File: config.mk
export PLATFORM = sky130hd
export DESIGN_NAME = fpm_cell
export DESIGN_NICKNAME = d
export VERILOG_FILES = /design/src/rtl/fpm_pkg.sv /design/src/rtl/fpm_cell.sv
export SDC_FILE = /design/constraint.sdc
export NUM_CORES = 1
export LEC_CHECK = 0
export BUFFER_PORTS_ARGS = -buffer_cell sky130_fd_sc_hd__buf_2
export CAP_MARGIN = 20
export CORE_ASPECT_RATIO = 1.1
export CORE_MARGIN = 1
export CORE_UTILIZATION = 30
export CTS_BUF_LIST = sky130_fd_sc_hd__clkbuf_4
export CTS_CLUSTER_DIAMETER = 100
export DETAILED_ROUTE_END_ITERATION = 7
export MAX_ROUTING_LAYER = met4
export PLACE_DENSITY = 0.58
export SYNTH_ARGS = -nofsm -noshare
export SYNTH_HDL_FRONTEND = slang
export SYNTH_SLANG_ARGS = --single-unit
File: constraint.sdc
create_clock -name clk_i -period 7.9 [get_ports clk_i]
set_input_delay 1.58 -clock clk_i [delete_from_list [all_inputs] [get_ports clk_i]]
set_output_delay 1.58 -clock clk_i [all_outputs]
set_load 0.01 [all_outputs]
File: src/rtl/fpm_pkg.sv
package fpm_pkg;

  // Default configuration
  localparam int DEF_MAX_TERMS = 32;
  localparam int DEF_COEF_BITS = 12;

  // Result field widths
  localparam int PROD_W      = 29;
  localparam int DEG_W       = 6;
  localparam int OUT_TDATA_W = ((PROD_W + DEG_W + 7) / 8) * 8;

  // Controls broadcast from the sequencer to every cell
  typedef struct packed {
    logic load;   // a coefficient pair is written this cycle
    logic clear;  // first pair of a run: other cells drop their old terms
    logic step;   // advance the chain by one output coefficient
  } cell_ctl_t;

endpackage

File: src/rtl/fpm_cell.sv
module fpm_cell #(
  parameter int COEF_BITS = fpm_pkg::DEF_COEF_BITS
) (
  input  logic                                clk_i,
  input  fpm_pkg::cell_ctl_t                  ctl_i,
  input  logic                                sel_i,
  input  logic signed [COEF_BITS-1:0]         coef_a_i,
  input  logic signed [COEF_BITS-1:0]         coef_b_i,
  input  logic signed [COEF_BITS-1:0]         x_i,
  input  logic signed [COEF_BITS-1:0]         b_next_i,
  input  logic signed [fpm_pkg::PROD_W-1:0]   s_next_i,
  output logic signed [COEF_BITS-1:0]         b_o,
  output logic signed [fpm_pkg::PROD_W-1:0]   s_o,
  output logic signed [fpm_pkg::PROD_W-1:0]   sum_o
);
  import fpm_pkg::*;

  logic signed [COEF_BITS-1:0]   a_q;
  logic signed [COEF_BITS-1:0]   b_q;
  logic signed [PROD_W-1:0]      s_q;
  logic signed [2*COEF_BITS-1:0] prod;

  // Tap product plus partial sum from the right-hand neighbor (mod 2^PROD_W)
  assign prod  = a_q * x_i;
  assign sum_o = PROD_W'(prod) + s_next_i;

  // Stationary coefficient of the first polynomial
  always_ff @(posedge clk_i) begin
    if (ctl_i.load) begin
      if (sel_i) begin
        a_q <= coef_a_i;
      end else if (ctl_i.clear) begin
        a_q <= '0;
      end
    end
  end

  // Second polynomial: loaded in place, then shifted toward cell 0
  always_ff @(posedge clk_i) begin
    if (ctl_i.load) begin
      if (sel_i) begin
        b_q <= coef_b_i;
      end else if (ctl_i.clear) begin
        b_q <= '0;
      end
    end else if (ctl_i.step) begin
      b_q <= b_next_i;
    end
  end

  // Partial sum, handed to the left-hand neighbor
  always_ff @(posedge clk_i) begin
    if (ctl_i.load) begin
      s_q <= '0;
    end else if (ctl_i.step) begin
      s_q <= sum_o;
    end
  end

  assign b_o = b_q;
  assign s_o = s_q;

endmodule

[After elaboration in Yosys (flattened, before gate mapping)]
Cells that the tools add are included.
Storage, ports and cells
  bits in registers: 53
  output and inout bits: 70
Cells by class
  add/sub/neg operators: 1
  $mul: 1
  equal/unequal tests: 1
  multiplexer cells: 5
  reduce and logical (&&, ||, !) cells: 4
Operator list (count)
  $mux W12: 5
  $add A24 B29 Y29: 1
  $mul A12 B12 Y24: 1
  $reduce_and A2 Y1: 2
  $reduce_bool A2 Y1: 2
  $ne A3 B2 Y1 const B: 1

[Longest topological paths before layout]
Gate-level depths: netlist of run 1.
  depth in word-level cells: 3
  depth in mapped cells: 22
  depth with buffers taken out: 20

[Worst setup path before layout of run 1]
Ideal clock, no wire load.
  path kind: input port to output port
  from: input x_i[0]
  to: output sum_o[21] in the netlist's numbering
  arrival time: 6.905 ns
  setup slack: -0.585 ns
  stages on the path: 16
  buffers on the path: 1
  path through: clkbuf_1 nand2_1 fa_1 fa_1 inv_1 fa_1 fa_1 fa_1 ha_1 ha_1 and3_4 a221oi_4 a21bo_4 a31oi_1 a31oi_1 xor2_1
Between the ends
  cells in the longest elaborated chain, start to end: 2
RTL lines
  start, declared: line fpm_cell.sv:9  | input logic signed [COEF_BITS-1:0] x_i,
  $mul A12 B12 Y24: line fpm_cell.sv:24  | assign prod = a_q * x_i;
  $add A24 B29 Y29: line fpm_cell.sv:25  | assign sum_o = PROD_W'(prod) + s_next_i;
  end, declared: line fpm_cell.sv:14  | output logic signed [fpm_pkg::PROD_W-1:0] sum_o
Every way passes these cells.

[Worst setup path in the final report of run 1]
  from: input x_i[3]
  to: output sum_o[25] in the netlist's numbering
The elaborated chain is that of the path after synthesis.

==> results of run 1 <==
## cells by family (layout without fill, tap and decap cells)
family / count (synthesis) / in the layout / synth area share
AOI/OAI and AO/OA: 94 / 94 / 0.0794
buffers and inverters: 253 / 524 / 0.104
xor gates and xnor gates: 29 / 29 / 0.0276
and+or+nand+nor: 237 / 237 / 0.126
adders and majority gates: 260 / 260 / 0.503
DFF: 53 / 53 / 0.142
other: 0 / 1 / 0
muxes: 16 / 16 / 0.0174
## cells in the final DEF (no fill, tap or decap), types with 21 or more instances in the layout
master	netlist	final
sky130_fd_sc_hd__inv_1	216	205
sky130_fd_sc_hd__fa_1	183	173
sky130_fd_sc_hd__buf_2	2	141
sky130_fd_sc_hd__buf_4	0	131
sky130_fd_sc_hd__nand2_1	85	74
sky130_fd_sc_hd__and2_1	78	73
sky130_fd_sc_hd__ha_1	77	57
sky130_fd_sc_hd__nor2_1	44	41
sky130_fd_sc_hd__dfxtp_1	29	29
sky130_fd_sc_hd__edfxtp_1	24	24
sky130_fd_sc_hd__buf_6	1	21
## sequential cells by signal, indices dropped and copies added (netlist names)
| register | count |
|---|---|
| a_q | 12 |
| b_o | 12 |
| s_o | 29 |
## how the worst min path moves through the flow
stage                 start       to  slack [ns]  cells after the start
detailed placement  s_o[21]  s_o[21]        0.45                      1
floorplan           s_o[18]  s_o[18]        0.49                      2
CTS                 s_o[18]  s_o[18]        0.48                      2
finish              s_o[18]  s_o[18]        0.48                      2
global placement    s_o[18]  s_o[18]        0.45                      2
global route        s_o[18]  s_o[18]        0.51                      2
## Yosys cell counts, drive strengths merged, types with 6 or more instances
| cell | instances |
|---|---|
| xor2 | 10 |
| and2 | 78 |
| a31oi | 6 |
| edfxtp | 24 |
| clkbuf | 30 |
| a21o | 12 |
| buf | 7 |
| nor2 | 44 |
| nand3 | 10 |
| a22o | 14 |
| inv | 216 |
| o21ai | 9 |
| nand2 | 85 |
| fa | 183 |
| dfxtp | 29 |
| a21oi | 20 |
| xnor2 | 19 |
| ha | 77 |
| mux2i | 16 |
## through the flow
stage / hold slack [ns] / area, um^2 / setup slack [ns]
after detailed placement: 0.453 / 11500 / -0.616
final: 0.476 / 12400 / -0.464
after global routing: 0.509 / 12400 / -0.630
after CTS: 0.480 / 11900 / -0.493
after floorplan: 0.490 / 9450 / -0.254
after global placement: 0.454 / 11500 / -0.527
## per-layer routing
layer,track usage,vias up,wire length [um]
met5,-,-,0
met4,0.0345,0,292
met3,0.0176,18,718
met2,0.298,136,12700
met1,0.205,3647,10400
li1,-,3429,-
## what timing repair did
item | 4_1_cts | 5_1_grt
gates resized for setup | 65 | 69
setup endpoints to repair | 18 | 19
pin swaps | 40 | 57
setup buffers | 6 | 21
## area by class of cell
class                      instances  share of cell area
clock buffer                       5             0.00304
multi-input combinational        636               0.616
sequential                        53               0.105
antenna                            1            0.000202
tap                              408              0.0413
timing repair buffer             300               0.166
inverter                         216              0.0656
clock inverter                     3             0.00233
## worst max-delay path, cell delays in order
cell and delay (ns):
sky130_fd_sc_hd__buf_12 0.10, sky130_fd_sc_hd__nand2_4 0.04, sky130_fd_sc_hd__fa_1 0.55, sky130_fd_sc_hd__inv_1 0.05
sky130_fd_sc_hd__fa_1 0.48, sky130_fd_sc_hd__inv_1 0.06, sky130_fd_sc_hd__fa_1 0.58, sky130_fd_sc_hd__fa_1 0.47
sky130_fd_sc_hd__fa_1 0.55, sky130_fd_sc_hd__inv_2 0.04, sky130_fd_sc_hd__fa_1 0.53, sky130_fd_sc_hd__ha_4 0.22
sky130_fd_sc_hd__a21o_1 0.19, sky130_fd_sc_hd__a221oi_4 0.31, sky130_fd_sc_hd__a21bo_4 0.30, sky130_fd_sc_hd__a31oi_4 0.26
sky130_fd_sc_hd__a21oi_2 0.09, sky130_fd_sc_hd__xor2_1 0.21, sky130_fd_sc_hd__buf_2 0.17
==> key figures, run 1 <==
Run status
  • Result of the run: finished, violations left
  • Violated checks: negative setup slack

Final layout
  • Area taken by multi-input logic gates: between 0.007 and 0.008 mm^2
  • Layout cell share with drive strength beyond 1: 0.341
  • Final nets: around 1,600
  • Synthesis-to-layout area growth: 34.5%
  • FF+latch area: between 0.001 and 0.0015 mm^2
  • Filler cells: 2,923
  • Finished Layout Cells: roughly 1,600
  • Final design utilization: 0.415

Die
  • Number of ports placed on the die boundary: roughly 150
  • Vertical die dimension: between 150 and 200 um
  • Horizontal die dimension: ~170 um
  • Area of the core: 0.0298 mm^2
  • Total die area: around 0.031 mm^2
  • Std cell rows: 66
  • Initial core utilization: 0.308

Placed design
  • IO buf count: ~150
  • Total instance count after detailed placement: 1,589
  • Post-detailed-placement half-perimeter wirelength: between 20,000 and 25,000 um
  • Routability Congestion: ~0.94

STA
  • Measured slew at the worst slew-check pin: 0.718 ns
  • Slew Limit Fails: 0
  • Min cycle time layout: ~8.4 ns
  • Final clock period utilization by the worst path: 1.06
  • Worst clock skew: about 0.013 ns
  • Normalized max-slew margin: 0.521
  • Aggregate negative setup slack: -5.95 ns
  • Final setup vio count: 17
  • Fmax achieved: approximately 0.12 GHz
  • PnR worst setup slack: -0.464 ns
  • Unrepaired setup endpoints after global routing: true
  • Total count of hold-check failures in the final report: 0

Synth
  • Post-synth EDFFs: 24
  • Post-Synthesis Mean Instance Area: roughly 9.8 um^2
  • Area share of the largest cell type after synthesis: 0.399
  • Sequential cell area fraction in the yosys report: 0.142
  • Most frequently used flop master after synthesis: sky130_fd_sc_hd__dfxtp_1
  • Share of async-settable or async-resettable flops after synthesis: 0
  • Total of warnings raised by yosys: 0
  • Flops & latches, synth: 53
  • Post-synthesis net count: approximately 1,300
  • Post-Syn Instances: between 900 and 1,000
  • Cell accounting for the most synthesized area: sky130_fd_sc_hd__fa_1
  • Syn Std Cell Area: 0.00919 mm^2
  • Count of different cell masters after synthesis: 55
  • Main area contributors after synthesis: sky130_fd_sc_hd__fa_1, sky130_fd_sc_hd__ha_1, sky130_fd_sc_hd__inv_1, sky130_fd_sc_hd__edfxtp_1, sky130_fd_sc_hd__dfxtp_1

Critical path
  • Critical path data required time: approximately 6.3 ns
  • Worst setup SP type: input pin
  • Kind of critical path: input pin to output port
  • Endpoint of the worst setup timing path: sum_o[25]
  • Cell count of the worst reg-to-reg path: 21
  • Register-to-register setup slack: between 1.5 and 2 ns
  • Nature of the critical path endpoint: output port
  • Startpoint of the worst setup timing path: x_i[3]
  • Critical R2R Launch: a_q[11]
  • Crit-path max FO: 4
  • Worst flop-to-flop path endpoint: s_o[17]
  • Signal arrival time at the worst endpoint: 6.78 ns

Detailed routing
  • Final WL: approximately 24,000 um
  • Via total after detailed routing: between 7,000 and 8,000
  • Final antenna-violating net count: 0
  • Wire length per cell after detailed routing: between 10 and 15 um
  • Post-detailed-route DRC marker count: 0
  • Detailed-route vias per instance: between 4 and 5
  • Starting DRT DRC Count: about 240
  • Number of detailed-routing iterations run before antenna repair: 5

CTS
  • CTS tree: built
  • CTS Buf Count: 5
  • Clk root buf: sky130_fd_sc_hd__clkbuf_4
  • CTS max path bufs: 2
  • Clock net sink count: 53
  • Clock-pin slew on the worst setup and hold paths: about 0.18 ns
  • Htree depth: 2
  • Quantity of hold-fixing buffers added after cts: 0
  • Source-to-sink clock delay at the later pin of the worst-skew pair: ~0.43 ns

Min path
  • Class of the tightest hold or removal check: flop to flop

GRT
  • Global-route wire length before repair: between 40,000 and 50,000 um
  • Antenna violations before repair: 1
  • Number of global-route vias before repair: between 7,000 and 8,000
  • Maximum number of pins on one net before global-route repair: 33
  • Leftover overflow at the end of global routing: 0
  • All-layer global routing usage: 0.167

Job
  • # Max-Cap Violations: 0
Power of run 1 is not shown: default switching activity piles up to over one toggle a cycle in this logic, so the estimate is an artifact.
==> inputs of run 2 (changes only) <==
- PLACE_DENSITY: 0.58 -> 0.56
- clock period: 7.9 -> 9.5 ns (I/O delays scaled with it)
==> key figures, run 2 (synthesized netlist as in run 1, its figures left out) <==
Run status
  • Result of the run: completed

Final layout
  • Filler cells: 3,132
  • Synthesis-to-layout area growth: 14.5%
  • Most common cell after layout, fill and taps aside: sky130_fd_sc_hd__inv_1
  • Most frequent cells in the layout: sky130_fd_sc_hd__inv_1, sky130_fd_sc_hd__fa_1, sky130_fd_sc_hd__buf_2
  • Final nets: between 1,000 and 1,500
  • Layout cell share with drive strength beyond 1: 0.173
  • Final Instance Area: approximately 0.011 mm^2
  • FF+latch area: around 0.0013 mm^2
  • Number of flip-flops under the largest register name: 29
  • Final design utilization: 0.353
  • Area taken by multi-input logic gates: 0.00696 mm^2

STA
  • Worst clock skew: 0.0173 ns
  • Slew Limit Fails: 0
  • Hold slack: 0.478 ns
  • Min cycle time layout: 9.25 ns
  • Final setup vio count: 0
  • Fmax achieved: approximately 0.11 GHz
  • Total count of hold-check failures in the final report: 0
  • Unrepaired setup endpoints after global routing: false
  • Measured slew at the worst slew-check pin: just over 1 ns
  • Normalized max-slew margin: 0.312
  • Final clock period utilization by the worst path: 0.974
  • Aggregate negative setup slack: 0 ns

GRT
  • Global-route wire length before repair: approximately 37,000 um
  • All-layer global routing usage: 0.154
  • Antenna violations before repair: 1
  • Maximum number of pins on one net before global-route repair: 33
  • Leftover overflow at the end of global routing: 0
  • Number of global-route vias before repair: between 7,000 and 8,000

Detailed routing
  • Final antenna-violating net count: 0
  • Starting DRT DRC Count: 239
  • Final WL: around 22,000 um
  • Detailed-route vias per instance: around 4.5
  • Via total after detailed routing: ~6,700
  • Post-detailed-route DRC marker count: 0
  • Wire length per cell after detailed routing: around 15 um
  • Number of detailed-routing iterations run before antenna repair: 4

Die
  • Total die area: ~0.031 mm^2
  • Initial core utilization: 0.308
  • Std cell rows: 66
  • Number of ports placed on the die boundary: approximately 150
  • Horizontal die dimension: roughly 170 um
  • Vertical die dimension: about 190 um
  • Area of the core: a little under 0.03 mm^2

Min path
  • Class of the tightest hold or removal check: flop to flop

Critical path
  • Signal arrival time at the worst endpoint: 7.35 ns
  • Nature of the critical path endpoint: output port
  • Kind of critical path: input pin to output port
  • Critical path data required time: about 7.6 ns
  • Crit-path max FO: 15
  • Worst setup SP type: input pin

CTS
  • CTS tree: built
  • Source-to-sink clock delay at the later pin of the worst-skew pair: approximately 0.42 ns
  • Clock net sink count: between 50 and 60
  • Htree depth: 2
  • CTS Buf Count: 5
  • Clock-pin slew on the worst setup and hold paths: approximately 0.18 ns
  • CTS max path bufs: 2
  • Clk root buf: sky130_fd_sc_hd__clkbuf_4

Placed design
  • IO buf count: 151
  • Routability Congestion: just under 0.9
  • Post-placement cell area: about 0.010 mm^2
  • Post-detailed-placement half-perimeter wirelength: between 15,000 and 20,000 um

Job
  • # Max-Cap Violations: 0
[run 2: stage by stage]
stage / instances / worst slack (ns)
after detailed placement: 1476 / 0.245
after CTS: 1484 / 0.217
after global routing: 1487 / 0.0134
after floorplan: 942 / 0.375
after global placement: 1476 / 0.226
final: 1487 / 0.249
[run 2: worst max-delay path, stage by stage]
cell                      delay (ns)
sky130_fd_sc_hd__buf_2          0.21
sky130_fd_sc_hd__and2_1         0.21
sky130_fd_sc_hd__inv_1          0.08
sky130_fd_sc_hd__fa_2           0.62
sky130_fd_sc_hd__buf_12         0.17
sky130_fd_sc_hd__fa_1           0.44
sky130_fd_sc_hd__fa_1           0.51
sky130_fd_sc_hd__inv_1          0.05
sky130_fd_sc_hd__fa_1           0.54
sky130_fd_sc_hd__fa_1           0.41
sky130_fd_sc_hd__ha_1           0.28
sky130_fd_sc_hd__ha_1           0.40
sky130_fd_sc_hd__and3_1         0.21
sky130_fd_sc_hd__nand2_1        0.10
sky130_fd_sc_hd__nor2_1         0.32
sky130_fd_sc_hd__a21oi_1        0.14
sky130_fd_sc_hd__or3b_1         0.42
sky130_fd_sc_hd__and2_1         0.16
sky130_fd_sc_hd__buf_2          0.14
[run 2: final cells by class]
class | instances | area share
multi-input cells | 636 | 0.661
flip-flops and latches | 53 | 0.124
repair buffers | 165 | 0.0830
inverters | 216 | 0.0771
well taps | 408 | 0.0485
clock buffers | 5 | 0.00357
clock inverters | 3 | 0.00274
diodes | 1 | 0.000238
[run 2: routing by layer]
layer,track usage,up-vias,share of wire
met5,-,-,0
met2,0.274,120,0.53
met1,0.192,3375,0.43
li1,-,3156,-
met4,0.0167,0,0.0044
met3,0.0179,7,0.032
[run 2: path summary, 6_finish.rpt]
kind / from / end / slack (ns) / cells past startpoint
worst max-delay path: x_i[1] / sum_o[24] / 0.25 / 19
worst min-delay path: s_o[20] / s_o[20] / 0.48 / 2
worst min register to register: s_o[20] / s_o[20] / 0.48 / 2
worst max register to register: a_q[10] / s_o[21] / 3.40 / 20
[run 2: what timing repair did]
item                                    in CTS  in global routing
gates resized for setup                      0                  5
hold buffers                                 0                  0
setup buffers                                0                  2
endpoints found under the setup margin       0                  5
Power of run 2 is left out for the same reason.
