$ cat config.mk
export PLATFORM = sky130hd
export DESIGN_NAME = fpm_ctrl
export DESIGN_NICKNAME = d
export VERILOG_FILES = /design/src/rtl/fpm_pkg.sv /design/src/rtl/fpm_ctrl.sv
export SDC_FILE = /design/constraint.sdc
export NUM_CORES = 1
export LEC_CHECK = 0
export ABC_AREA = 1
export BUFFER_PORTS_ARGS = -buffer_cell sky130_fd_sc_hd__clkbuf_2
export CAP_MARGIN = 40
export CORE_MARGIN = 8
export CORE_UTILIZATION = 49
export CTS_CLUSTER_DIAMETER = 200
export DETAILED_ROUTE_END_ITERATION = 16
export PLACE_DENSITY_LB_ADDON = 0.05
export RECOVER_POWER = 100
export SLEW_MARGIN = 25
export SYNTH_ARGS = -nofsm -noshare
export SYNTH_HDL_FRONTEND = slang
export SYNTH_SLANG_ARGS = --single-unit
$ cat constraint.sdc
create_clock -name clk_i -period 2.55 [get_ports clk_i]
set_input_delay 0.255 -clock clk_i [delete_from_list [all_inputs] [get_ports clk_i]]
set_output_delay 0.255 -clock clk_i [all_outputs]
set_load 0.02 [all_outputs]
$ cat src/rtl/fpm_pkg.sv
package fpm_pkg;

  // Default configuration
  localparam int DEF_MAX_TERMS = 32;
  localparam int DEF_COEF_BITS = 12;

  // Result field widths
  localparam int PROD_W      = 29;
  localparam int DEG_W       = 6;
  localparam int OUT_TDATA_W = ((PROD_W + DEG_W + 7) / 8) * 8;

  // Controls broadcast from the sequencer to every cell
  typedef struct packed {
    logic load;   // a coefficient pair is written this cycle
    logic clear;  // first pair of a run: other cells drop their old terms
    logic step;   // advance the chain by one output coefficient
  } cell_ctl_t;

endpackage

$ cat src/rtl/fpm_ctrl.sv
module fpm_ctrl #(
  parameter int MAX_TERMS = fpm_pkg::DEF_MAX_TERMS,
  parameter int IDX_W     = (MAX_TERMS > 1) ? $clog2(MAX_TERMS) : 1
) (
  input  logic                               clk_i,
  input  logic                               rst_ni,
  input  logic                               in_valid_i,
  output logic                               in_ready_o,
  input  logic                               last_term_i,
  input  logic                               out_ready_i,
  input  logic signed [fpm_pkg::PROD_W-1:0]  sum_i,
  output fpm_pkg::cell_ctl_t                 ctl_o,
  output logic [IDX_W-1:0]                   sel_o,
  output logic                               out_valid_o,
  output logic signed [fpm_pkg::PROD_W-1:0]  product_o,
  output logic [fpm_pkg::DEG_W-1:0]          degree_o,
  output logic                               last_o
);
  import fpm_pkg::*;

  localparam int CNT_W = $clog2(MAX_TERMS + 1);

  typedef enum logic [1:0] {
    ST_LOAD = 2'b01,
    ST_RUN  = 2'b10
  } state_e;

  state_e             state_q, state_d;
  logic [CNT_W-1:0]   cnt_q, cnt_d;
  logic [CNT_W-1:0]   n_q, n_d;
  logic [DEG_W-1:0]   k_q, k_d;
  logic               vld_q, vld_d;
  logic signed [PROD_W-1:0] prod_q;
  logic [DEG_W-1:0]   deg_q;
  logic               last_q;
  logic               in_fire;
  logic               room;
  logic               step;
  logic [DEG_W-1:0]   k_max;
  logic               k_end;

  assign in_ready_o = (state_q == ST_LOAD);
  assign in_fire    = in_valid_i && in_ready_o;
  assign room       = (cnt_q < CNT_W'(MAX_TERMS));
  // Output register free or being drained this cycle
  assign step       = (state_q == ST_RUN) && (!vld_q || out_ready_i);
  assign k_max      = (DEG_W'(n_q) << 1) - DEG_W'(2);
  assign k_end      = (k_q == k_max);

  assign ctl_o.load  = in_fire && room;
  assign ctl_o.clear = (cnt_q == '0);
  assign ctl_o.step  = step;
  assign sel_o       = cnt_q[IDX_W-1:0];

  // Sequencer: load pairs, then walk the 2n-1 output coefficients
  always_comb begin
    state_d = state_q;
    cnt_d   = cnt_q;
    n_d     = n_q;
    k_d     = k_q;
    vld_d   = vld_q;
    if (vld_q && out_ready_i) begin
      vld_d = 1'b0;
    end
    unique case (state_q)
      ST_LOAD: begin
        if (in_fire) begin
          if (last_term_i) begin
            n_d     = room ? cnt_q + CNT_W'(1) : cnt_q;
            cnt_d   = '0;
            k_d     = '0;
            state_d = ST_RUN;
          end else if (room) begin
            cnt_d = cnt_q + CNT_W'(1);
          end
        end
      end
      ST_RUN: begin
        if (step) begin
          vld_d = 1'b1;
          k_d   = k_q + DEG_W'(1);
          if (k_end) begin
            state_d = ST_LOAD;
          end
        end
      end
      default: begin
        state_d = ST_LOAD;
      end
    endcase
  end

  always_ff @(posedge clk_i or negedge rst_ni) begin
    if (!rst_ni) begin
      state_q <= ST_LOAD;
      cnt_q   <= '0;
      n_q     <= '0;
      k_q     <= '0;
      vld_q   <= 1'b0;
    end else begin
      state_q <= state_d;
      cnt_q   <= cnt_d;
      n_q     <= n_d;
      k_q     <= k_d;
      vld_q   <= vld_d;
    end
  end

  // Result register
  always_ff @(posedge clk_i) begin
    if (step) begin
      prod_q <= sum_i;
      deg_q  <= k_q;
      last_q <= k_end;
    end
  end

  assign out_valid_o = vld_q;
  assign product_o   = prod_q;
  assign degree_o    = deg_q;
  assign last_o      = last_q;

endmodule

Word-level counts from Yosys, hierarchy flattened
Cells that the tools add are included.
{ "word_totals": {"register_bits": 56, "latch_bits": 0, "mem_bits_rw": 0, "rom_bits": 0, "input_bits": 34, "out_inout_bits": 46, "memories": 0} }
{ "classes": {"n_addsub": 3, "mul": 0, "div_mod_pow": 0, "n_lt_le_gt_ge": 1, "n_eq_ne": 7, "shifts": 0, "mux": 14, "bitwise": 0, "n_reduce_logical": 12} }
{ "op_table": {"columns": ["operator", "count"], "rows": [
  ["2-to-1 mux 6 bit", 5],
  ["adder 6 x 1 -> 6 bit (second input constant)", 2],
  ["case mux 6 bit (2 select lines)", 1],
  ["2-to-1 mux 2 bit", 4],
  ["AND reduction 4 bit", 2],
  ["== test 6 bit", 1],
  ["zero test 6 bit", 1],
  ["< comparator 6 bit (second input constant)", 1],
  ["subtractor 6 x 2 -> 6 bit (second input constant)", 1],
  ["logical AND 1 bit", 4],
  ["inequality test 2 x 1 -> 1 bit (second input constant)", 2],
  ["inequality test 2 bit (second input constant)", 2],
  ["case mux 2 bit (2 select lines)", 1],
  ["2-to-1 mux 1 bit", 3],
  ["AND reduction 3 bit", 1],
  ["== test 2 x 1 -> 1 bit (second input constant)", 1],
  ["== test 2 bit (second input constant)", 1],
  ["AND reduction 2 bit", 1],
  ["nonzero test 2 bit", 1],
  ["zero test 1 bit", 1],
  ["logical OR 1 bit", 1]
]} }

Longest topological paths before layout
Gate-level depths: netlist of run 1.
{ "logic_depth": {"word_depth": 5, "mapped_depth": 12, "mapped_depth_nobuf": 12} }

Worst setup path after synthesis of run 1
Ideal clock, no wire load.
{ "synth_timing": {"path_kind": "register to output", "start": "reg vld_q, in the netlist out_valid_o", "end": "out ctl_o[0] in the netlist's numbering", "arrival_ns": 1.768, "setup_slack_ns": 0.527, "path_stages_with_launch": 7, "cell_sequence": "dfrtp_1 inv_1 nor2_1 inv_1 nand2_1 inv_1 buf_4"} }
{ "synth_via": {"elab_chain_cells": 3} }
{ "synth_lines": {"columns": ["element", "line", "rtl"], "rows": [
  ["start, declared", "fpm_ctrl.sv:32", "logic vld_q, vld_d;"],
  ["start signal, assigned", "fpm_ctrl.sv:105", "vld_q <= vld_d;"],
  ["zero test 1 bit", "fpm_ctrl.sv:46", "assign step = (state_q == ST_RUN) && (!vld_q || out_ready_i);"],
  ["logical OR 1 bit", "fpm_ctrl.sv:46", null],
  ["logical AND 1 bit", "fpm_ctrl.sv:46", null],
  ["end, declared", "fpm_ctrl.sv:12", "output fpm_pkg::cell_ctl_t ctl_o,"]
]} }
No other way between the ends.

==> metrics, run 1 <==
CP Data Arrival Time roughly 1.8 ns; DR iter-0 viols 61; Final period util 81.7%; post-synthesis area per instance ~12 µm²; Worst-path clk slew 0.10 ns; DRC viols 0; TritonRoute pass-1 iters 4; cell area after synthesis 2300 µm²; leading area contributor after synthesis edfxtp_1; H-tree levels 2; Top delay family on crit path simple AND/OR/NAND/NOR gates; fin nets 317; Crit path depth 5; crit path capture type output pin; outcome completed; Mapped Nets between 200 and 250; I/O pin cnt 80; post-synthesis register bit count 56; fraction of layout cells with a size suffix above 1 between 10% and 20%; setup TNS 0 ns; final core utilization 58.9%; worst min-delay path startpoint sum_i[7]; die span in x 84.5 µm; standby leakage power 1.16 nW; top cells by area, synth edfxtp_1 47%, dfrtp_1 21%, nand2_1 7.5%; DR vias/cell about 4.8; RSZ-0062 raised after global routing no; DR WL/cell between 10 and 15 µm; fin. max-slew vios 0; vias in the first global route around 1600; global-route wire length before repair 7600 µm; max_slew headroom between 20% and 30%; WP data required 2.30 ns; ANT cells 0; Setup CP Type reg2out; Port-buffer cells 79; Critical Path Start state_q[0]; GPL Wtd Cong 0.854; Die Y 84.5 µm; Die Area between 7000 and 8000 µm²; critical path startpoint category register; PwrDens 749 nW/µm²; Max FO, Critical Path 10; Initial Utilization 49.6%; worst path bufs/invs 2; worst min-delay path class in2reg; Slowest-stage cell, CP dfstp_1; Routed WL 4710 µm; cell mode on critical path nor2_1; Overflow after GRT 0; Synth-to-Final Area Change 18.7%; Netlist cell types 24; post-route antenna net violation count 0; Max stage delay on crit path 0.53 ns; row count 25; # clock sinks 56; Final HPWL DP about 3700 µm; crit-path cells nand2_1 > nor2_1 > inv_1 > nor2_1 > clkbuf_1; depth of the most critical reg-to-reg path 7; max-cap viol count 0; clock skew between 0.005 and 0.006 ns; post-synthesis instance total 197; Worst R2R Start state_q[0]; crit path time final 2.08 ns; CTS tree yes; synth warn 0; clock latency on the worst-skew pair 0.31 ns; sequential-to-total area share from yosys stat 68.9%; Max Clk Rate about 480 MHz; top-area cell type share of the netlist area 47.0%; Hold Crit Depth 1; clock root cell clkbuf_8; cts bufs inserted 5; detailed-route via count approximately 1600; Peak VDD IR 0.383 mV; setup repair bufs after CTS 0; GRT Total Usage between 10% and 20%; Bufs on Longest Clock Path 2; initial antenna violation count 0; Final setup viols 0; Core Area ~4600 µm²; final hold vios 0; largest net degree at the start of global routing 21; worst-margin pin slew 1.07 ns
## path summary, 6_finish.rpt
path / slack [ns] / endpoint
worst min-delay path: 0.12 / product_o[7]
worst min register to register: 0.52 / n_q[2]
worst max register to register: 0.54 / k_q[3]
max in group asynchronous: 1.26 / k_q[5]
min in group asynchronous: 0.65 / n_q[4]
worst max-delay path: 0.47 / ctl_o[2]
## through the flow
step | worst slack (ns) | instances | area (µm²) | hold slack, ns | power, mW
final | 0.467 | 334 | 2730 | 0.115 | 2.04
after global routing | 0.279 | 334 | 2730 | 0.100 | 2.17
after CTS | 0.644 | 334 | 2830 | 0.104 | 2.10
after detailed placement | 0.845 | 325 | 2730 | 0.258 | 1.62
after global placement | 0.916 | 325 | 2730 | 0.253 | 1.62
after floorplan | 0.527 | 197 | 2300 | -0.0406 | 1.49
## flip-flops by register name (all words and copies together), names as in the netlist
register     count
k_q              6
product_o       29
degree_o         6
out_valid_o      1
state_q          2
n_q              5
cnt_q            6
last_o           1
## layout by cell type (no fill, tap or decap), drive strengths merged, types with 9 or more instances in the layout
cell / instances
clkbuf: 86
dfrtp: 19
edfxtp: 36
inv: 29
nand2: 50
nand3: 9
nor2: 10
o21ai: 11
## kinds of logic (layout without fill, tap and decap cells)
kind of cell / Yosys count / count (layout) / synth area share [%]
adders and majority gates: 4 / 4 / 2.18
DFF: 56 / 56 / 68.9
xor gates and xnor gates: 5 / 5 / 1.91
buffers and inverters: 35 / 118 / 6.75
AOI/OAI and AO/OA: 19 / 19 / 4.52
and+or+nand+nor: 78 / 78 / 15.8
## cells in the mapped netlist
| cell type | instances |
|---|---|
| a21oi_1 | 3 |
| a21oi_2 | 1 |
| and3_1 | 1 |
| buf_2 | 1 |
| buf_4 | 6 |
| dfrtp_1 | 19 |
| dfstp_2 | 1 |
| edfxtp_1 | 36 |
| ha_1 | 4 |
| inv_1 | 28 |
| nand2_1 | 46 |
| nand2_2 | 4 |
| nand3_1 | 9 |
| nand4_1 | 4 |
| nor2_1 | 7 |
| nor2_2 | 2 |
| nor2_8 | 1 |
| nor3_1 | 2 |
| nor3_2 | 2 |
| o21ai_0 | 6 |
| o21ai_1 | 5 |
| o22ai_1 | 4 |
| xnor2_1 | 1 |
| xor2_1 | 4 |
## metal layers
metal / up-vias / track usage [%] / part of all wire, % / wire length [µm]
met1: 724 / 15.7 / 45 / 2130
met2: 59 / 21.0 / 44 / 2070
met5: - / 0 / 0 / 0
met3: 7 / 5.95 / 9.4 / 444
li1: 807 / - / - / -
met4: 0 / 4.37 / 1.4 / 68
## final cells by class
cell class	instances	area, µm²
clock inverters	3	21.3
inverters	28	105
well taps	54	67.6
flip-flops and latches	56	1580
clock buffers	5	68.8
repair buffers	82	354
fillers	415	1900
multi-input cells	106	528
## report_power, final
group / total (mW) / switching [mW] / leakage, nW / internal [mW]
clock: 0.481 / 0.286 / 0.0445 / 0.195
combinational: 0.476 / 0.314 / 0.525 / 0.163
sequential: 1.09 / 0.0433 / 0.595 / 1.04
total: 2.04 / 0.643 / 1.16 / 1.40
## timing repair
item                      CTS  global route
hold endpoints to repair   19             0
gates resized for setup     0             0
hold buffers                1             0
Note: power is estimated with default switching activity, not from simulation.
==> run 2, diff against run 1 <==
Clock period 2.55 ns to 2.15 ns, I/O delays scaled along.
==> metrics, run 2 (same netlist as run 1, synthesis figures left out) <==
final hold vios 0 (unchanged); final core utilization 59.3% (was 58.9%); most frequent cells in the layout 51 x clkbuf_1, 49 x nand2_1, 36 x edfxtp_1, 33 x clkbuf_2, 28 x inv_1 (was 49 x clkbuf_1, 47 x nand2_1, 36 x edfxtp_1, 32 x clkbuf_2, 28 x inv_1); combinational power share 23.6% (was 23.3%); Slowest-stage cell, CP inv_1 (was dfstp_1); Bufs on Longest Clock Path 2 (unchanged); commonest non-fill, non-tap cell in the layout clkbuf_1 (unchanged); R2R Setup Slk 0.27 ns (was 0.54 ns); initial antenna violation count 0 (unchanged); DR WL/cell 14.0 µm (was 14.1 µm); critical path startpoint category register (unchanged); die span in x 84.5 µm (unchanged); clock latency on the worst-skew pair 0.30 ns (was 0.31 ns); GRT Total Usage 13.2% (was 13.3%); global-route wire length before repair 7680 µm (was 7600 µm); Sw Ratio 31.0% (was 31.5%); worst setup margin 0.236 ns (was 0.467 ns); clock share of power 23.0% (was 23.5%); ANT cells 0 (unchanged); Max Clk Rate 522 MHz; CTS tree yes (unchanged); flip-flop count of the largest register after layout 29 (unchanged); crit path time final about 1.9 ns; Internal 1.66 mW (was 1.40 mW); Die Y 84.5 µm (unchanged); worst min-delay path class in2reg (unchanged); PwrDens 879 nW/µm² (was 749 nW/µm²); Flop pwr share 53.4% (was 53.1%); outcome completed (unchanged); cts bufs inserted 5 (unchanged); DRC viols 0 (unchanged); setup TNS 0 ns (unchanged); detailed-route via count 1646 (was 1597); Max FO, Critical Path 16 (was 10); max_slew headroom 26.1% (was 28.9%); Tot Pwr 2.41 mW (was 2.04 mW); fin. max-slew vios 0 (unchanged); Core Area 4630 µm² (unchanged); Final HPWL DP 3730 µm (was 3650 µm); GPL Wtd Cong 0.879 (was 0.854); CP Data Arrival Time 1.70 ns (was 1.83 ns); TritonRoute pass-1 iters 4 (unchanged); DR iter-0 viols 54 (was 61); M1 GR Usage 15.7% (about the same); fraction of layout cells with a size suffix above 1 15.6% (was 15.7%); Overflow after GRT 0 (unchanged); fin nets 319 (was 317); crit path capture type output pin (unchanged); Max stage delay on crit path 0.44 ns (was 0.53 ns); met3 Use GR 5.85% (was 5.95%); worst min-delay path startpoint sum_i[16] (was sum_i[7]); H-tree levels 2 (unchanged); Die Area 7140 µm² (unchanged); row count 25 (unchanged); worst reg2reg path endpoint k_q[3] (unchanged); # clock sinks 56 (unchanged); clock root cell clkbuf_8 (unchanged); Initial Utilization 49.6% (unchanged); I/O pin cnt 80 (unchanged); crit-path cells nor2_2 > nand2_1 > inv_1 > clkbuf_2 (was nand2_1 > nor2_1 > inv_1 > nor2_1 > clkbuf_1); Hold Crit Depth 1 (unchanged); Worst R2R Start state_q[0] (unchanged); Setup CP Type reg2out (unchanged); Final period util 89.0%; Port-buffer cells 79 (unchanged); Worst-path clk slew 0.10 ns (about the same); clock skew 0.00807 ns (was 0.00538 ns); RSZ-0062 raised after global routing no (unchanged); depth of the most critical reg-to-reg path 7 (unchanged); WP data required 1.93 ns (was 2.30 ns); standby leakage power 1.18 nW (was 1.16 nW); pre-CTS WS 0.405 ns (was 0.845 ns); worst-margin pin slew 1.11 ns (was 1.07 ns); largest net degree at the start of global routing 21 (unchanged); post-route antenna net violation count 0 (unchanged); max-cap viol count 0 (unchanged); vias in the first global route 1618 (was 1635); Hold Path Sink product_o[16] (was product_o[7]); GRT Max-Usage Layer met2 (unchanged); switching pwr 0.748 mW (was 0.643 mW); Final setup viols 0 (unchanged); Synth-to-Final Area Change 19.4% (was 18.7%); Peak VDD IR 0.396 mV (was 0.383 mV); Routed WL 4700 µm (was 4710 µm); grt met2 use 21.3% (was 21.0%); DR vias/cell 4.90 (was 4.78); setup repair bufs after CTS 0 (unchanged)
[run 2: changes by cell type in the layout (fill, tap and decap cells not counted), moves of 2 or more]
cell,before,now
nand2_2,3,1
nand2_1,47,49
clkbuf_1,49,51
nor2_1,10,8
[run 2: critical path, delay by kind of cell, from the launching register on]
family / cells / cell delay [ns]
DFF: 1 / 0.38
and+or+nand+nor: 2 / 0.30
buffers and inverters: 2 / 0.72
[run 2: power groups by stage]
stage / sequential, mW / clock (mW) / combinational [mW]
finish: 1.29 / 0.556 / 0.569
global route: 1.30 / 0.612 / 0.653
CTS: 1.29 / 0.580 / 0.611
detailed placement: 1.31 / 0 / 0.608
global placement: 1.31 / 0 / 0.605
floorplan: 1.33 / 0 / 0.430
[run 2: layout make-up]
class	instances	area (µm²)
inverter	28	105
fill	437	1890
tap	54	67.6
multi-input combinational	106	537
timing repair buffer	84	363
sequential	56	1580
clock buffer	6	72.6
clock inverter	2	16.3
[run 2: how the worst max path moves through the flow]
stage / start / endpoint / depth (start not counted)
3_3_place_gp: state_q[0] / product_o[12] / 4
6_report: state_q[0] / ctl_o[0] / 4
2_1_floorplan: out_valid_o / ctl_o[0] / 6
4_1_cts: state_q[0] / ctl_o[0] / 4
5_1_grt: state_q[0] / k_q[3] / 7
3_5_place_dp: state_q[0] / product_o[12] / 4
[run 2: stage by stage]
| stage | area [µm²] | cells | hold WS, ns |
|---|---|---|---|
| 2_1_floorplan | 2300 | 197 | -0.0806 |
| 3_3_place_gp | 2740 | 327 | 0.211 |
| 3_5_place_dp | 2740 | 327 | 0.210 |
| 4_1_cts | 2840 | 336 | 0.0702 |
| 5_1_grt | 2740 | 336 | 0.0640 |
| 6_report | 2740 | 336 | 0.0819 |
[run 2: what timing repair did]
action	CTS	global route
gates resized for setup	0	0
hold buffers	1	0
hold endpoints to repair	19	0
[run 2: metal layers]
layer,wire (µm),vias up
met1,2040,766
met5,0,-
met4,24,0
met3,460,3
li1,-,814
met2,2180,63
==> run 3, diff against run 2 <==
Settings changed: ABC_AREA 1 to not set, SLEW_MARGIN 25 to 20.
==> metrics, run 3 <==
leading area contributor after synthesis edfxtp_1 (unchanged); fraction of layout cells with a size suffix above 1 19.8% (was 15.6%); largest family of logic cells by synthesized area simple AND/OR/NAND/NOR gates (unchanged); clock latency on the worst-skew pair 0.30 ns (about the same); GRT Total Usage 13.0% (was 13.2%); GPL Wtd Cong 0.808 (was 0.879); max-cap viol count 0 (unchanged); synth warn 0 (unchanged); cts repair resizes 0 (unchanged); outcome completed (unchanged); Die Y 84.1 µm (was 84.5 µm); DR vias/cell 5.08 (was 4.90); fin. max-slew vios 0 (unchanged); Worst-path clk slew 0.09 ns (was 0.10 ns); Post-synth EDFFs 36 (unchanged); # clock sinks 56 (unchanged); detailed-route via count 1498 (was 1646); flip-flop count of the largest register after layout 29 (unchanged); setup TNS 0 ns (unchanged); ANT cells 0 (unchanged); critical path startpoint category register (unchanged); Final setup viols 0 (unchanged); Bufs on Longest Clock Path 2 (unchanged); Port-buffer cells 79 (unchanged); Peak VDD IR 0.536 mV (was 0.396 mV); max_slew headroom 26.9% (was 26.1%); final instance area 2730 µm² (was 2740 µm²); worst hold margin 0.0824 ns (was 0.0819 ns); worst reg2reg path endpoint state_q[1] (was k_q[3]); Final period util 91.3% (was 89.0%); CTS tree yes (unchanged); post-synthesis instance total 164 (was 197); simple-gate area share of the yosys netlist 12.9% (was 15.8%); fillers 391 (was 437); top-area cell type share of the netlist area 47.6% (was 47.0%); H-tree levels 2 (unchanged); CP Data Arrival Time 1.75 ns (was 1.70 ns); clock skew 0.00420 ns (was 0.00807 ns); most frequent cells after synthesis 36 x edfxtp_1, 19 x dfrtp_1, 11 x nand2_1, 11 x xnor2_1, 10 x o21ai_1 (was 46 x nand2_1, 36 x edfxtp_1, 28 x inv_1); TritonRoute pass-1 iters 4 (unchanged); Setup CP Type reg2out (unchanged); cell with the most instances after synthesis edfxtp_1 (was nand2_1); area post-placement 2680 µm² (was 2740 µm²); asr flop ratio synth 35.7% (unchanged); final hold vios 0 (unchanged); vias in the first global route 1575 (was 1618); Critical Path End ctl_o[0] (unchanged); Synth-to-Final Area Change 20.0% (was 19.4%); clock root cell clkbuf_8 (unchanged); placed cells 286 (was 327); WP data required 1.93 ns (about the same); Synth Flop Type edfxtp_1 (unchanged); worst min-delay path class in2reg (unchanged); row count 24 (was 25); Final HPWL DP 3500 µm (was 3730 µm); Overflow after GRT 0 (unchanged); Initial Utilization 51.4% (was 49.6%); final non-filler cell total 295 (was 336); Tot Pwr 2.81 mW (was 2.41 mW); Netlist cell types 39 (was 24); I/O pin cnt 80 (unchanged); commonest non-fill, non-tap cell in the layout clkbuf_1 (unchanged); post-synthesis register bit count 56 (unchanged); Core Area 4410 µm² (was 4630 µm²); crit path capture type output pin (unchanged); mux cell area share after synthesis 0% (unchanged); post-route antenna net violation count 0 (unchanged); Die Area 7070 µm² (was 7140 µm²); DRC viols 0 (unchanged); crit path time final 1.96 ns (was 1.91 ns); top cells by area, synth edfxtp_1 48%, dfrtp_1 21%, xnor2_1 4.2% (was edfxtp_1 47%, dfrtp_1 21%, nand2_1 7.5%); Routed WL 4610 µm (was 4700 µm); depth of the most critical reg-to-reg path 6 (was 7); R2R Setup Slk 0.20 ns (was 0.27 ns); cell area after synthesis 2270 µm² (was 2300 µm²); DR WL/cell 15.6 µm (was 14.0 µm); Worst R2R Start n_q[0] (was state_q[0]); RSZ-0062 raised after global routing no (unchanged); cts bufs inserted 5 (unchanged); die span in x 84.1 µm (was 84.5 µm); DR iter-0 viols 48 (was 54); Max Clk Rate 510 MHz (was 522 MHz); most frequent cells in the layout 48 x clkbuf_1, 36 x edfxtp_1, 33 x clkbuf_2, 19 x dfrtp_1 (was 51 x clkbuf_1, 49 x nand2_1, 36 x edfxtp_1, 33 x clkbuf_2, 28 x inv_1); complex-gate fraction of the synthesized area 4.90% (was 4.52%); sequential-to-total area share from yosys stat 69.7% (was 68.9%); fin nets 280 (was 319); global-route wire length before repair 7450 µm (was 7680 µm); standby leakage power 1.08 nW (was 1.18 nW); Critical Path Start out_valid_o (was state_q[0]); PwrDens 1030 nW/µm² (was 879 nW/µm²); initial antenna violation count 0 (unchanged); Synth Area in XOR/XNOR 6.17% (was 1.91%); post-synthesis area per instance 13.8 µm² (was 11.7 µm²); setup repair bufs after CTS 0 (unchanged); Max FO, Critical Path 22 (was 16); largest net degree at the start of global routing 23 (was 21); worst-margin pin slew 1.10 ns (was 1.11 ns); post-synthesis adder-cell area fraction 2.20% (was 2.18%); Mapped Nets 202 (was 235)
## run 3: power breakdown
group	switching, mW	internal, mW
Clock	0.317	0.345
Combinational	0.441	0.277
Sequential	0.124	1.31
## run 3: logic make-up after synthesis
logic type,after synthesis
flip-flops,56
AO/OA/AOI/OAI,19
XOR/XNOR,16
buffers and inverters,18
AND/OR/NAND/NOR,51
adder cells (fa/ha/maj),4
## run 3: area by class of cell
class | count | area [µm²] | area share [%]
Sequential cell | 56 | 1580 | 58.1
Multi-Input combinational cell | 90 | 581 | 21.3
Timing Repair Buffer | 83 | 363 | 13.3
Clock buffer | 5 | 68.8 | 2.53
Tap cell | 52 | 65.1 | 2.39
Clock inverter | 3 | 42.5 | 1.56
Inverter | 6 | 22.5 | 0.826
## run 3: layer usage
metal | vias to the layer above | track usage [%] | routed length, µm
met5 | - | 0 | 0
met4 | 0 | 2.35 | 41
met3 | 4 | 4.69 | 250
met2 | 41 | 23.7 | 2440
met1 | 731 | 13.8 | 1870
li1 | 722 | - | -
## run 3: worst min-delay path by stage
stage / start / end / slack [ns] / cells after the start
after floorplan: rst_ni / cnt_q[0] / -0.08 / 0
after global placement: rst_ni / cnt_q[0] / 0.20 / 1
after detailed placement: rst_ni / cnt_q[0] / 0.21 / 1
after CTS: sum_i[17] / product_o[17] / 0.07 / 1
after global routing: sum_i[17] / product_o[17] / 0.06 / 1
final: sum_i[19] / product_o[19] / 0.08 / 1
## run 3: critical path, stage by stage, from the launching register on
cell      delay (ns)
dfrtp_1         0.39
nand2b_1        0.25
nand2_1         0.17
inv_2           0.35
clkbuf_1        0.28
## run 3: per-stage QoR
stage	utilization, %	setup slack [ns]
global route	61.7	0.0727
CTS	63.5	0.193
global placement	60.8	0.478
finish	61.7	0.188
floorplan	-	0.346
detailed placement	60.8	0.409
## run 3: what timing repair did
item / 4_1_cts / 5_1_grt
endpoints found under the hold margin: 19 / 0
setup endpoints to repair: 0 / 0
hold buffers: 1 / 0
